### config.mk
export PLATFORM = sky130hd
export DESIGN_NAME = sample_averaging_filter
export DESIGN_NICKNAME = d
export VERILOG_FILES = /design/src/hdl/saf_pkg.sv /design/src/hdl/sample_averaging_filter.sv /design/src/hdl/saf_ram.sv /design/src/hdl/saf_ctrl.sv /design/src/hdl/saf_datapath.sv
export SDC_FILE = /design/constraint.sdc
export NUM_CORES = 2
export LEC_CHECK = 0
export ABC_AREA = 1
export BUFFER_PORTS_ARGS = -buffer_cell sky130_fd_sc_hd__buf_2
export CAP_MARGIN = 20
export CORE_UTILIZATION = 48
export CTS_CLUSTER_DIAMETER = 200
export CTS_CLUSTER_SIZE = 28
export DETAILED_ROUTE_END_ITERATION = 8
export HOLD_SLACK_MARGIN = 0.15
export PLACE_DENSITY_LB_ADDON = 0.12
export SYNTH_ARGS = -nofsm -noshare
export SYNTH_HDL_FRONTEND = slang
export SYNTH_SLANG_ARGS = --single-unit
### constraint.sdc
create_clock -name clk -period 18.05 [get_ports clk]
set_input_delay 3.61 -clock clk [delete_from_list [all_inputs] [get_ports clk]]
set_output_delay 3.61 -clock clk [all_outputs]
set_load 0.02 [all_outputs]
### src/hdl/saf_pkg.sv
// saf_pkg: shared types and constants of the sample averaging filter.
// Used by saf_ctrl, saf_datapath and sample_averaging_filter. No dependencies.
package saf_pkg;

	localparam int SAF_MAX_WINDOW  = 64;
	localparam int SAF_SAMPLE_BITS = 16;
	localparam int TRIM_MIN_WINDOW = 3;

	localparam int CFG_DATA_W  = 7;
	localparam int CFG_INDEX_W = 1;

	localparam logic [CFG_INDEX_W-1:0] REG_FILTER_MODE   = 1'b0;
	localparam logic [CFG_INDEX_W-1:0] REG_WINDOW_LENGTH = 1'b1;

	typedef enum logic [1:0] {
		MODE_SLIDING  = 2'd0,
		MODE_TRIMMED  = 2'd1,
		MODE_WEIGHTED = 2'd2,
		MODE_BLOCK    = 2'd3
	} mode_t;

	typedef enum logic [2:0] {
		ST_IDLE,
		ST_UPDATE,
		ST_LOAD,
		ST_DIVIDE,
		ST_FINISH
	} state_t;

	typedef struct packed {
		logic capture;
		logic update;
		logic div_load;
		logic div_step;
		logic out_load;
	} saf_cmd_t;

	typedef struct packed {
		logic emit;
		logic div_last;
		logic out_busy;
	} saf_status_t;

endpackage

### src/hdl/sample_averaging_filter.sv
// Sample averaging filter: sliding, trimmed, weighted and plain means.
// The result of a beat comes from the one-bit-per-cycle restoring divider, and no new beat
// is accepted before that result is in the output register; beats that give no result
// go back to idle after the update. A finished result waits in the output register.
// arst_n clears config (mode 0, window 1) and all window state; no RAM clearing pass.
module sample_averaging_filter
	import saf_pkg::*;
#(
	parameter int MAX_WINDOW  = SAF_MAX_WINDOW,
	parameter int SAMPLE_BITS = SAF_SAMPLE_BITS
) (
	input  logic                                  clk,
	input  logic                                  arst_n,
	input  logic                                  cfg_we,
	input  logic [CFG_INDEX_W-1:0]                cfg_index,
	input  logic [CFG_DATA_W-1:0]                 cfg_wdata,
	input  logic                                  s_tvalid,
	output logic                                  s_tready,
	input  logic [((SAMPLE_BITS + 7) / 8) * 8-1:0] s_tdata,  // sample
	input  logic                                  s_tuser,  // first_of_record
	output logic                                  m_tvalid,
	input  logic                                  m_tready,
	output logic [((SAMPLE_BITS + 7) / 8) * 8-1:0] m_tdata   // filtered_value
);

	localparam int TDW = ((SAMPLE_BITS + 7) / 8) * 8;

	saf_cmd_t               cmd;
	saf_status_t            status;
	logic [SAMPLE_BITS-1:0] out_value;

	saf_ctrl u_ctrl (
		.clk     (clk),
		.arst_n  (arst_n),
		.s_tvalid(s_tvalid),
		.s_tready(s_tready),
		.status  (status),
		.cmd     (cmd)
	);

	saf_datapath #(
		.MAX_WINDOW (MAX_WINDOW),
		.SAMPLE_BITS(SAMPLE_BITS)
	) u_datapath (
		.clk      (clk),
		.arst_n   (arst_n),
		.cfg_we   (cfg_we),
		.cfg_index(cfg_index),
		.cfg_wdata(cfg_wdata),
		.in_sample(s_tdata[SAMPLE_BITS-1:0]),
		.in_first (s_tuser),
		.out_ready(m_tready),
		.out_valid(m_tvalid),
		.out_value(out_value),
		.cmd      (cmd),
		.status   (status)
	);

	assign m_tdata = TDW'(out_value);

endmodule

### src/hdl/saf_ram.sv
// saf_ram: generic single-write, single-read RAM with registered read data.
// No dependencies.
module saf_ram #(
	parameter int WIDTH = 16,
	parameter int DEPTH = 64
) (
	input  logic                     clk,
	input  logic                     we,
	input  logic [$clog2(DEPTH)-1:0] waddr,
	input  logic [WIDTH-1:0]         wdata,
	input  logic                     re,
	input  logic [$clog2(DEPTH)-1:0] raddr,
	output logic [WIDTH-1:0]         rdata
);

	logic [WIDTH-1:0] mem_q [DEPTH];

	always_ff @(posedge clk) begin
		if (we) begin
			mem_q[waddr] <= wdata;
		end
		if (re) begin
			rdata <= mem_q[raddr];
		end
	end

endmodule

### src/hdl/saf_ctrl.sv
// saf_ctrl: sequencer of the sample averaging filter.
// Depends on saf_pkg; drives saf_datapath through saf_cmd_t.
module saf_ctrl
	import saf_pkg::*;
(
	input  logic        clk,
	input  logic        arst_n,
	input  logic        s_tvalid,
	output logic        s_tready,
	input  saf_status_t status,
	output saf_cmd_t    cmd
);

	state_t state_q, state_d;

	always_ff @(posedge clk or negedge arst_n) begin
		if (!arst_n) begin
			state_q <= ST_IDLE;
		end else begin
			state_q <= state_d;
		end
	end

	always_comb begin
		state_d  = state_q;
		cmd      = '0;
		s_tready = 1'b0;
		case (state_q)
			ST_IDLE: begin
				s_tready = 1'b1;
				if (s_tvalid) begin
					cmd.capture = 1'b1;
					state_d     = ST_UPDATE;
				end
			end
			ST_UPDATE: begin
				cmd.update = 1'b1;
				state_d    = status.emit ? ST_LOAD : ST_IDLE;
			end
			ST_LOAD: begin
				cmd.div_load = 1'b1;
				state_d      = ST_DIVIDE;
			end
			ST_DIVIDE: begin
				cmd.div_step = 1'b1;
				if (status.div_last) begin
					state_d = ST_FINISH;
				end
			end
			ST_FINISH: begin
				// hold the quotient until the output register frees up
				if (!status.out_busy) begin
					cmd.out_load = 1'b1;
					state_d      = ST_IDLE;
				end
			end
			default: begin
				state_d = ST_IDLE;
			end
		endcase
	end

endmodule

### src/hdl/saf_datapath.sv
// saf_datapath: config registers, window/block state, window RAM, restoring
// divider and output register. Depends on saf_pkg and saf_ram.
module saf_datapath
	import saf_pkg::*;
#(
	parameter int MAX_WINDOW  = SAF_MAX_WINDOW,
	parameter int SAMPLE_BITS = SAF_SAMPLE_BITS
) (
	input  logic                   clk,
	input  logic                   arst_n,
	input  logic                   cfg_we,
	input  logic [CFG_INDEX_W-1:0] cfg_index,
	input  logic [CFG_DATA_W-1:0]  cfg_wdata,
	input  logic [SAMPLE_BITS-1:0] in_sample,
	input  logic                   in_first,
	input  logic                   out_ready,
	output logic                   out_valid,
	output logic [SAMPLE_BITS-1:0] out_value,
	input  saf_cmd_t               cmd,
	output saf_status_t            status
);

	localparam int S    = SAMPLE_BITS;
	localparam int WW   = $clog2(MAX_WINDOW + 1);
	localparam int AW   = $clog2(MAX_WINDOW);
	localparam int RSW  = S + AW;
	localparam int WSUM = MAX_WINDOW * (MAX_WINDOW + 1) / 2;
	localparam int DVW  = $clog2(WSUM + 1);
	localparam int BSW  = S + DVW;
	localparam int DW   = BSW;
	localparam int CNTW = $clog2(DW);
	localparam int TPW  = 2 * WW + 2;

	// configuration
	mode_t                 mode_q;
	logic [CFG_DATA_W-1:0] wlen_q;
	logic [WW-1:0]         w_eff;

	// captured beat
	logic [S-1:0] sample_q;
	logic         first_q;

	// filter state
	logic [RSW-1:0] sum_q;
	logic [BSW-1:0] bsum_q;
	logic [S-1:0]   min_q, max_q;
	logic [WW-1:0]  fill_q;
	logic [AW-1:0]  ptr_q;

	// divider
	logic [DW-1:0]   quo_q;
	logic [DVW-1:0]  rem_q, dvs_q;
	logic [CNTW-1:0] cnt_q;

	logic [S-1:0] out_q;
	logic         out_valid_q;

	logic [S-1:0] rd_data;

	always_comb begin
		if (wlen_q == '0) begin
			w_eff = WW'(1);
		end else if (int'(wlen_q) > MAX_WINDOW) begin
			w_eff = WW'(MAX_WINDOW);
		end else begin
			w_eff = WW'(wlen_q);
		end
	end

	// ---- sample update ----
	logic [WW-1:0]   fill_eff, fill_slide, fill_base, fill_blk, ptr_inc;
	logic [RSW-1:0]  sum_eff, sum_upd;
	logic [AW-1:0]   ptr_eff, ptr_next;
	logic            slide_full, blk_done, trim_drop;
	logic [BSW-1:0]  bsum_base, bsum_upd;
	logic [S-1:0]    min_upd, max_upd;
	logic [S+WW-1:0] wgt_prod;

	assign wgt_prod = {{WW{1'b0}}, sample_q} * {{S{1'b0}}, fill_blk};

	always_comb begin
		fill_eff   = first_q ? '0 : fill_q;
		sum_eff    = first_q ? '0 : sum_q;
		ptr_eff    = first_q ? '0 : ptr_q;
		slide_full = (fill_eff >= w_eff);

		sum_upd    = (slide_full ? sum_eff - RSW'(rd_data) : sum_eff) + RSW'(sample_q);
		fill_slide = slide_full ? fill_eff : fill_eff + WW'(1);
		ptr_inc    = WW'(ptr_eff) + WW'(1);
		ptr_next   = (ptr_inc == w_eff) ? '0 : AW'(ptr_inc);

		// a new block starts when empty or after a full one
		fill_base = slide_full || (fill_eff == '0) ? '0 : fill_eff;
		fill_blk  = fill_base + WW'(1);
		if (fill_base == '0) begin
			bsum_base = '0;
			min_upd   = sample_q;
			max_upd   = sample_q;
		end else begin
			bsum_base = bsum_q;
			min_upd   = (sample_q < min_q) ? sample_q : min_q;
			max_upd   = (sample_q > max_q) ? sample_q : max_q;
		end
		bsum_upd = bsum_base +
			((mode_q == MODE_WEIGHTED) ? BSW'(wgt_prod) : BSW'(sample_q));

		blk_done  = (fill_blk == w_eff);
		trim_drop = blk_done && (mode_q == MODE_TRIMMED) &&
			(w_eff < WW'(TRIM_MIN_WINDOW));
	end

	assign status.emit = (mode_q == MODE_SLIDING) ? (fill_slide == w_eff)
		: (blk_done && !trim_drop);

	// ---- divider operands ----
	logic [DW-1:0]  dividend;
	logic [DVW-1:0] divisor;
	logic [TPW-1:0] tri_prod;

	assign tri_prod = TPW'(w_eff) * (TPW'(w_eff) + TPW'(1));

	always_comb begin
		case (mode_q)
			MODE_SLIDING: begin
				dividend = DW'(sum_q);
				divisor  = DVW'(w_eff);
			end
			MODE_TRIMMED: begin
				dividend = bsum_q - BSW'(min_q) - BSW'(max_q);
				divisor  = DVW'(w_eff) - DVW'(2);
			end
			MODE_WEIGHTED: begin
				dividend = bsum_q;
				divisor  = DVW'(tri_prod >> 1);
			end
			MODE_BLOCK: begin
				dividend = bsum_q;
				divisor  = DVW'(w_eff);
			end
			default: begin
				dividend = bsum_q;
				divisor  = DVW'(w_eff);
			end
		endcase
	end

	logic [DVW:0] trial;
	logic         trial_ge;

	assign trial    = {rem_q, quo_q[DW-1]};
	assign trial_ge = (trial >= {1'b0, dvs_q});

	assign status.div_last = (cnt_q == CNTW'(DW - 1));
	assign status.out_busy = out_valid_q && !out_ready;

	// ---- registers ----
	always_ff @(posedge clk or negedge arst_n) begin
		if (!arst_n) begin
			mode_q      <= MODE_SLIDING;
			wlen_q      <= CFG_DATA_W'(1);
			sum_q       <= '0;
			bsum_q      <= '0;
			min_q       <= '0;
			max_q       <= '0;
			fill_q      <= '0;
			ptr_q       <= '0;
			cnt_q       <= '0;
			out_valid_q <= 1'b0;
		end else begin
			if (cfg_we) begin
				case (cfg_index)
					REG_FILTER_MODE:   mode_q <= mode_t'(cfg_wdata[1:0]);
					REG_WINDOW_LENGTH: wlen_q <= cfg_wdata;
					default: ;
				endcase
				sum_q  <= '0;
				bsum_q <= '0;
				min_q  <= '0;
				max_q  <= '0;
				fill_q <= '0;
				ptr_q  <= '0;
			end else if (cmd.update) begin
				if (mode_q == MODE_SLIDING) begin
					sum_q  <= sum_upd;
					fill_q <= fill_slide;
					ptr_q  <= ptr_next;
					if (first_q) begin
						bsum_q <= '0;
						min_q  <= '0;
						max_q  <= '0;
					end
				end else if (trim_drop) begin
					sum_q  <= '0;
					bsum_q <= '0;
					min_q  <= '0;
					max_q  <= '0;
					fill_q <= '0;
					ptr_q  <= '0;
				end else begin
					bsum_q <= bsum_upd;
					min_q  <= min_upd;
					max_q  <= max_upd;
					fill_q <= fill_blk;
					if (first_q) begin
						sum_q <= '0;
						ptr_q <= '0;
					end
				end
			end else if (cmd.div_load && mode_q != MODE_SLIDING) begin
				// block consumed by the divider
				sum_q  <= '0;
				bsum_q <= '0;
				min_q  <= '0;
				max_q  <= '0;
				fill_q <= '0;
				ptr_q  <= '0;
			end

			if (cmd.div_load) begin
				cnt_q <= '0;
			end else if (cmd.div_step) begin
				cnt_q <= cnt_q + CNTW'(1);
			end

			if (cmd.out_load) begin
				out_valid_q <= 1'b1;
			end else if (out_ready) begin
				out_valid_q <= 1'b0;
			end
		end
	end

	always_ff @(posedge clk) begin
		if (cmd.capture) begin
			sample_q <= in_sample;
			first_q  <= in_first;
		end
		if (cmd.div_load) begin
			quo_q <= dividend;
			rem_q <= '0;
			dvs_q <= divisor;
		end else if (cmd.div_step) begin
			quo_q <= {quo_q[DW-2:0], trial_ge};
			rem_q <= trial_ge ? DVW'(trial - {1'b0, dvs_q}) : DVW'(trial);
		end
		if (cmd.out_load) begin
			out_q <= quo_q[S-1:0];
		end
	end

	saf_ram #(
		.WIDTH(S),
		.DEPTH(MAX_WINDOW)
	) u_window (
		.clk  (clk),
		.we   (cmd.update && (mode_q == MODE_SLIDING)),
		.waddr(ptr_eff),
		.wdata(sample_q),
		.re   (cmd.capture),
		.raddr(ptr_q),
		.rdata(rd_data)
	);

	assign out_valid = out_valid_q;
	assign out_value = out_q;

	// ---- assertions ----
	a_fill_in_window: assert property (@(posedge clk) disable iff (!arst_n)
		fill_q <= w_eff)
		else $error("fill count beyond window length");

	a_ptr_in_window: assert property (@(posedge clk) disable iff (!arst_n)
		WW'(ptr_q) < w_eff)
		else $error("write pointer beyond window length");

	a_divisor_nonzero: assert property (@(posedge clk) disable iff (!arst_n)
		cmd.div_step |-> dvs_q != '0)
		else $error("division by zero");

	a_no_overwrite: assert property (@(posedge clk) disable iff (!arst_n)
		cmd.out_load |-> !(out_valid_q && !out_ready))
		else $error("output register overwritten before its beat was taken");

	a_emit_only_full: assert property (@(posedge clk) disable iff (!arst_n)
		cmd.div_load |-> $past(cmd.update) && $past(status.emit))
		else $error("divider started without a completed window");

endmodule

After elaboration in Yosys (flattened, before gate mapping)
Memory sizes are Yosys's and may differ from the RTL's. A register that Yosys moved wholly into a read port is not among the register bits.
Cells that the tools add are included.
{ "classes": {"n_addsub": 12, "n_mul": 2, "div": 0, "order_cmp": 6, "eq_ne": 17, "n_shift": 0, "n_mux": 71, "n_bitwise": 1, "reduce_logical": 26} }
{ "ops": {"columns": ["op", "n"], "rows": [
  ["2-to-1 mux 28 bit", 9],
  ["2-to-1 mux 16 bit", 14],
  ["2-to-1 mux 22 bit", 7],
  ["one-hot mux 28 bit (3 select lines)", 1],
  ["2-to-1 mux 7 bit", 10],
  ["subtractor 28 x 16 -> 28 bit", 2],
  ["2-to-1 mux 6 bit", 7],
  ["one-hot mux 12 bit (3 select lines)", 1],
  ["adder 28 bit", 1],
  ["multiplier 16 x 7 -> 23 bit", 1],
  ["2-to-1 mux 23 bit", 1],
  ["adder 22 x 16 -> 22 bit", 1],
  ["subtractor 22 x 16 -> 22 bit", 1],
  ["== test 7 bit", 3],
  ["zero test 7 bit", 3],
  ["greater-than comparator 16 bit", 1],
  ["less-than comparator 16 bit", 1],
  ["multiplier 7 x 16 -> 13 bit", 1],
  ["one-hot mux 3 bit (5 select lines)", 1],
  ["adder 7 x 1 -> 7 bit (second input constant)", 2],
  [">= comparator 13 x 12 -> 1 bit", 1],
  ["2-to-1 mux 1 bit", 13],
  ["2-to-1 mux 12 bit", 1],
  ["inequality test 6 bit (second input constant)", 2],
  ["30 further kinds", 50]
]} }
{ "word_totals": {"reg_bits": 198, "latch_bits": 0, "ramBits": 1024, "romBits": 0, "out_inout_bits": 18, "elab_cells": 153, "n_memories": 1} }
{ "memory_table": {"columns": ["name", "words", "width", "read_ports", "rd_ports_with_merged_regs", "wr", "line", "source"], "rows": [
  ["u_datapath.u_window.mem_q", 64, 16, 1, 1, 1, "saf_ram.sv:16", "logic [WIDTH-1:0] mem_q [DEPTH];"]
]} }

Longest topological paths before layout
{ "depth": {"word_depth": 15, "depth_mapped": 53} }

Modules after synthesis
Synthesis repeated with hierarchy kept, for this count alone.
{ "unflattened": {"hier_cells": 6319, "hier_area_um2": 63038.0} }
{ "modules_own_cells": {"columns": ["module", "n_inst", "cells_per_inst", "area_per_inst_um2", "seq_area_each_um2"], "rows": [
  ["saf_ram", 1, 3517, 42259.3, 31230.0],
  ["saf_datapath", 1, 2772, 20573.5, 5186.2],
  ["saf_ctrl", 1, 30, 205.2, 75.1]
]} }

Least setup slack after synthesis
OpenSTA, ideal clock, no wires.
{ "synth_path": {"path_kind": "reg2reg", "startpoint": "register u_datapath.wlen_q[5]", "endpoint": "register u_datapath.bsum_q[26]", "setup_time_ps": 133, "t_arrival_ps": 8202, "required_time_ps": 17917, "path_slack_ps": 9715, "path_stages_with_launch": 50, "synth_period_minus_slack_ps": 8335, "path_cell_list": "dfrtp_1 > nor2_1 > inv_2 > nor3_2 > nand2_1 > nand2_1 > inv_2 > nor2_2 > clkinv_1 > ha_1 > nand2_1 > nor2_1 > nand3_1 > nand3_2 > nor2_8 > nand2_4 > inv_1 > ha_1 > [... 14 more ...] > o21ai_0 > nand2_1 > o211ai_1 > a31oi_1 > o21ai_0 > a211oi_1 > o21ai_0 > a21oi_1 > ha_1 > nand2_1 > nor4_1 > nand4_1 > nand3_1 > nand3_1 > nand2_1 > nand2_1 > xor2_1 > o22ai_1"} }
{ "synth_between": {"elab_chain_cells": 14} }
{ "synth_lines": {"columns": ["element", "line", "source"], "rows": [
  ["start: declaration", "saf_datapath.sv:36", "logic [CFG_DATA_W-1:0] wlen_q;"],
  ["start signal: assignment", "saf_datapath.sv:173", "REG_WINDOW_LENGTH: wlen_q <= cfg_wdata;"],
  ["greater-than comparator 7 bit", "saf_datapath.sv:63", "end else if (int'(wlen_q) > MAX_WINDOW) begin"],
  ["2-to-1 mux 7 bit", "saf_datapath.sv:63", null],
  ["2-to-1 mux 7 bit *", "saf_datapath.sv:61", "if (wlen_q == '0) begin"],
  [">= comparator 7 bit", "saf_datapath.sv:85", "slide_full = (fill_eff >= w_eff);"],
  ["logical OR 1 bit", "saf_datapath.sv:93", "fill_base = slide_full || (fill_eff == '0) ? '0 : fill_eff;"],
  ["2-to-1 mux 7 bit", "saf_datapath.sv:93", null],
  ["adder 7 x 1 -> 7 bit", "saf_datapath.sv:94", "fill_blk = fill_base + WW'(1);"],
  ["multiplier 16 x 7 -> 23 bit or == test 7 bit (tied branches)", "saf_datapath.sv:79, saf_datapath.sv:107", null],
  ["2-to-1 mux 23 bit or logical AND 1 bit (tied branches)", "saf_datapath.sv:105, saf_datapath.sv:108", null],
  ["adder 28 bit or logical AND 1 bit (tied branches)", "saf_datapath.sv:104, saf_datapath.sv:108", null],
  ["2-to-1 mux 28 bit *", "saf_datapath.sv:192", "end else if (trim_drop) begin"],
  ["2-to-1 mux 28 bit *", "saf_datapath.sv:183", "if (mode_q == MODE_SLIDING) begin"],
  ["2-to-1 mux 28 bit *", "saf_datapath.sv:182", "end else if (cmd.update) begin"],
  ["2-to-1 mux 28 bit *", "saf_datapath.sv:170", "if (cfg_we) begin"],
  ["end signal: assignment", "saf_datapath.sv:200", "bsum_q <= bsum_upd;"],
  ["end: declaration", "saf_datapath.sv:45", "logic [BSW-1:0] bsum_q;"]
]} }
Every way passes the cells marked *; elsewhere a longest branch is shown, timed or not.
A chain may end at the register's enable or synchronous reset.

Worst setup path in the final report
{ "layout_path": {"startpoint": "register u_datapath.wlen_q[5]", "endpoint": "register u_datapath.bsum_q[25]"} }
The elaborated chain is that of the path after synthesis.

==> results.md <==
- Min cycle time layout: 11080 ps
- Drt drc: 0
- Largest net degree at the start of global routing: 142
- Clock sink total: 1238
- Initial DRC count: 4492
- CP Capture Type: flop
- # fillers: 11600
- Leak Pwr: 24.5 nW
- H-tree depth: 2
- Slew margin rel.: 0.252
- Required @ worst endpoint: 18640 ps
- Post-synth top cells: edfxtp_1, nor2_1, o21ai_0, nand2_1, inv_1
- Hold buffers post-CTS: 0
- Core Region: 128000 um2
- Row count: 131
- Worst Path Class, Setup: flop to flop
- Critical path launch point type: flop
- Max Buffers Root-to-Sink: 3
- Setup TNS: 0 ps
- Least-Margin Pin Slew: 1120 ps
- Status: finished clean
- Worst EP arrival: 11670 ps
- Register area share after synthesis: 0.590
- VDD IR-drop max: 98.6 uV
- Clock Power Share: 0.167
- GRT Resource Usage Total: 0.284
- Die ar.: 130000 um2
- Initial antenna violation count: 6
- Synth cell types: 64
- Max frequency: 0.0903 GHz
- Switching Fraction: 0.418
- End-of-flow core utilization: 0.513
- Worst path max stage delay: 680 ps
- Port bufs: 47
- Post-Syn Area per Cell: 10.4 um2
- Setup Fix Bufs, Post-CTS: 0
- Synth top area cells: edfxtp_1, o21ai_0, nor2_1
- Comb power frac: 0.412
- CTS clock-pin slew for the worst setup and hold paths: 130 ps
- DRT Wirelength: 188000 um
- Ys flop type: edfxtp_1
- Die Height: 361 um
- Seq pwr share: 0.421
- Layout area overhead: 5.97%
- Vias: 44700
- CTS tree: done
- HP Class: flop to flop
- NumNets Final: 6266
- NetSw: 3.54 mW
- GRT Residual Overflow: 0
- Clock Latency Late Sink: 740 ps
- Final clock skew: 47.5 ps
- Via-per-instance ratio: 5.89
- Number of global-route vias before repair: 42900
- TritonCTS buffer count: 50
- Ys async rst share: 0.0913
- Root Buffer: clkbuf_16
- Syn Std Cell Area: 61900 um2
- Drt pass-1 iters: 6
- Fin. Hold Viols: 0
- Max_cap viols: 0
- Ports: 48
- CP max FO: 35
- Routed Antenna Nets: 0
- Most frequent cell on the critical path: nand2_1
- Layout cells sized above 1: 0.0555
- Synth top area share: 0.540
- Die Width: 361 um
- Int Pwr: 4.93 mW
- Setup violators final: 0
- Most common cell in the netlist: edfxtp_1
- Number of synthesized flops with an enable pin: 1113
- Drt wl/cell: 24.7 um
- Post_cts resized: 0
- Max-slew violations: 0
- Synth area leader: edfxtp_1
- Yosys warns: 0
- Crit-path slowest cell: nand3_2
- PD cells: 129 nW/um2
- Tcrit/Tclk final: 0.614
- Synthesized instance count: 5972
- DP Wirelength: 120000 um
- Gpl congestion: 0.961
- Wire length of the first global-routing pass: 278000 um
- Yosys reg bits: 1238
- Initial core utilization: 0.485
- Unrepaired setup endpoints after global routing: no
-- sequential cells by signal, summed over array words and instances, names as in the netlist, 2 cells and up --
| name | flops |
|---|---|
| u_datapath.u_window.rdata | 16 |
| u_datapath.sum_q | 22 |
| u_datapath.u_window.mem_q | 1024 |
| u_datapath.max_q | 16 |
| u_datapath.fill_q | 7 |
| u_datapath.dvs_q | 12 |
| u_datapath.out_value | 16 |
| u_datapath.min_q | 16 |
| u_datapath.quo_q | 28 |
| u_ctrl.state_q | 3 |
| u_datapath.bsum_q | 28 |
| u_datapath.ptr_q | 6 |
| u_datapath.wlen_q | 7 |
| u_datapath.rem_q | 12 |
| u_datapath.sample_q | 16 |
| u_datapath.mode_q | 2 |
| u_datapath.cnt_q | 5 |
-- stage by stage --
stage | area [um2] | hold slack [ps] | setup slack (ps) | cells | total power [mW]
2_1_floorplan | 61900 | 421 | 9720 | 5975 | 5.82
3_3_place_gp | 64100 | 433 | 7270 | 7516 | 7.04
3_5_place_dp | 64100 | 434 | 6980 | 7518 | 7.07
4_1_cts | 65500 | 462 | 6950 | 7587 | 8.46
5_1_grt | 65600 | 470 | 5850 | 7590 | 8.93
6_report | 65600 | 461 | 6970 | 7590 | 8.47
-- logic make-up (layout without fill, tap and decap cells) --
kind of cell	Yosys count	count (layout)	share of synthesized area
other cells	2	7	0.000121
flops	1238	1238	0.590
xor+xnor	68	68	0.00963
mux	1	1	0.000182
simple gates	1985	1985	0.130
fa+ha+maj	327	327	0.0803
compound gates	1548	1548	0.140
buf+inv	803	754	0.0498
-- final timing paths --
kind / cells past startpoint / endpoint / slack (ps) / start
max: 51 / u_datapath.bsum_q[25] / 6970 / u_datapath.wlen_q[5]
min: 0 / u_datapath.out_value[14] / 460 / u_datapath.quo_q[14]
max reg2reg: 51 / u_datapath.bsum_q[25] / 6970 / u_datapath.wlen_q[5]
min reg2reg: 0 / u_datapath.out_value[14] / 460 / u_datapath.quo_q[14]
max in group asynchronous: 2 / u_datapath.bsum_q[15] / 13670 / arst_n
min in group asynchronous: 1 / u_datapath.sum_q[15] / 2950 / arst_n
-- critical path: cells and delay by family (launching register included) --
family,cells,cell delay [ps]
AOI/OAI and AO/OA,10,1730
xor gates and xnor gates,1,150
DFF,1,420
and+or+nand+nor,24,4170
adders and majority gates,8,3310
buffers and inverters,8,1170
-- cells in the final DEF, fill, tap and decap left out, types with 11 or more instances in the layout --
master,Yosys,final
edfxtp_1,1113,1113
nor2_1,1027,1018
o21ai_0,821,821
nand2_1,674,674
inv_1,482,478
o22ai_1,302,302
a21oi_1,229,229
ha_1,210,209
nand3_1,161,161
buf_4,4,134
fa_1,117,117
dfrtp_1,112,107
clkbuf_16,0,50
o221ai_1,49,49
buf_2,5,46
xor2_1,41,41
nand4_1,35,35
o211ai_1,32,32
xnor2_1,27,27
nor3_1,27,26
a31oi_1,18,18
o21ai_1,18,18
or2_2,16,16
nor2_2,7,15
clkbuf_1,276,15
inv_2,12,12
dfxtp_1,12,12
a21oi_2,12,11
o21bai_1,11,11
-- cell type report --
cell class,count,area [um2],area share
multi-input combinational,3934,22400,0.341
antenna,2,5.00,0.0000763
clock inverter,4,98.8,0.00151
inverter,501,1900,0.0290
sequential,1238,36500,0.557
clock buffer,65,1310,0.0199
timing repair buffer,184,1320,0.0201
tap,1662,2080,0.0317
-- power by group through the flow --
stage / Clock, mW / Combinational, mW / Sequential (mW)
after floorplan: 0 / 2.17 / 3.65
after global placement: 0 / 3.42 / 3.63
after detailed placement: 0 / 3.44 / 3.63
after CTS: 1.45 / 3.45 / 3.56
after global routing: 1.53 / 3.82 / 3.58
final: 1.42 / 3.48 / 3.57
-- layer usage --
layer | share of wire | vias up | wire, um | global-route usage
li1 | - | 20800 | - | -
met1 | 0.42 | 22100 | 78200 | 0.373
met2 | 0.48 | 1510 | 89600 | 0.472
met3 | 0.053 | 320 | 9890 | 0.0292
met4 | 0.053 | 2 | 9910 | 0.138
met5 | 0.00010 | - | 19 | 0
Note: power is estimated with default switching activity, not from simulation.
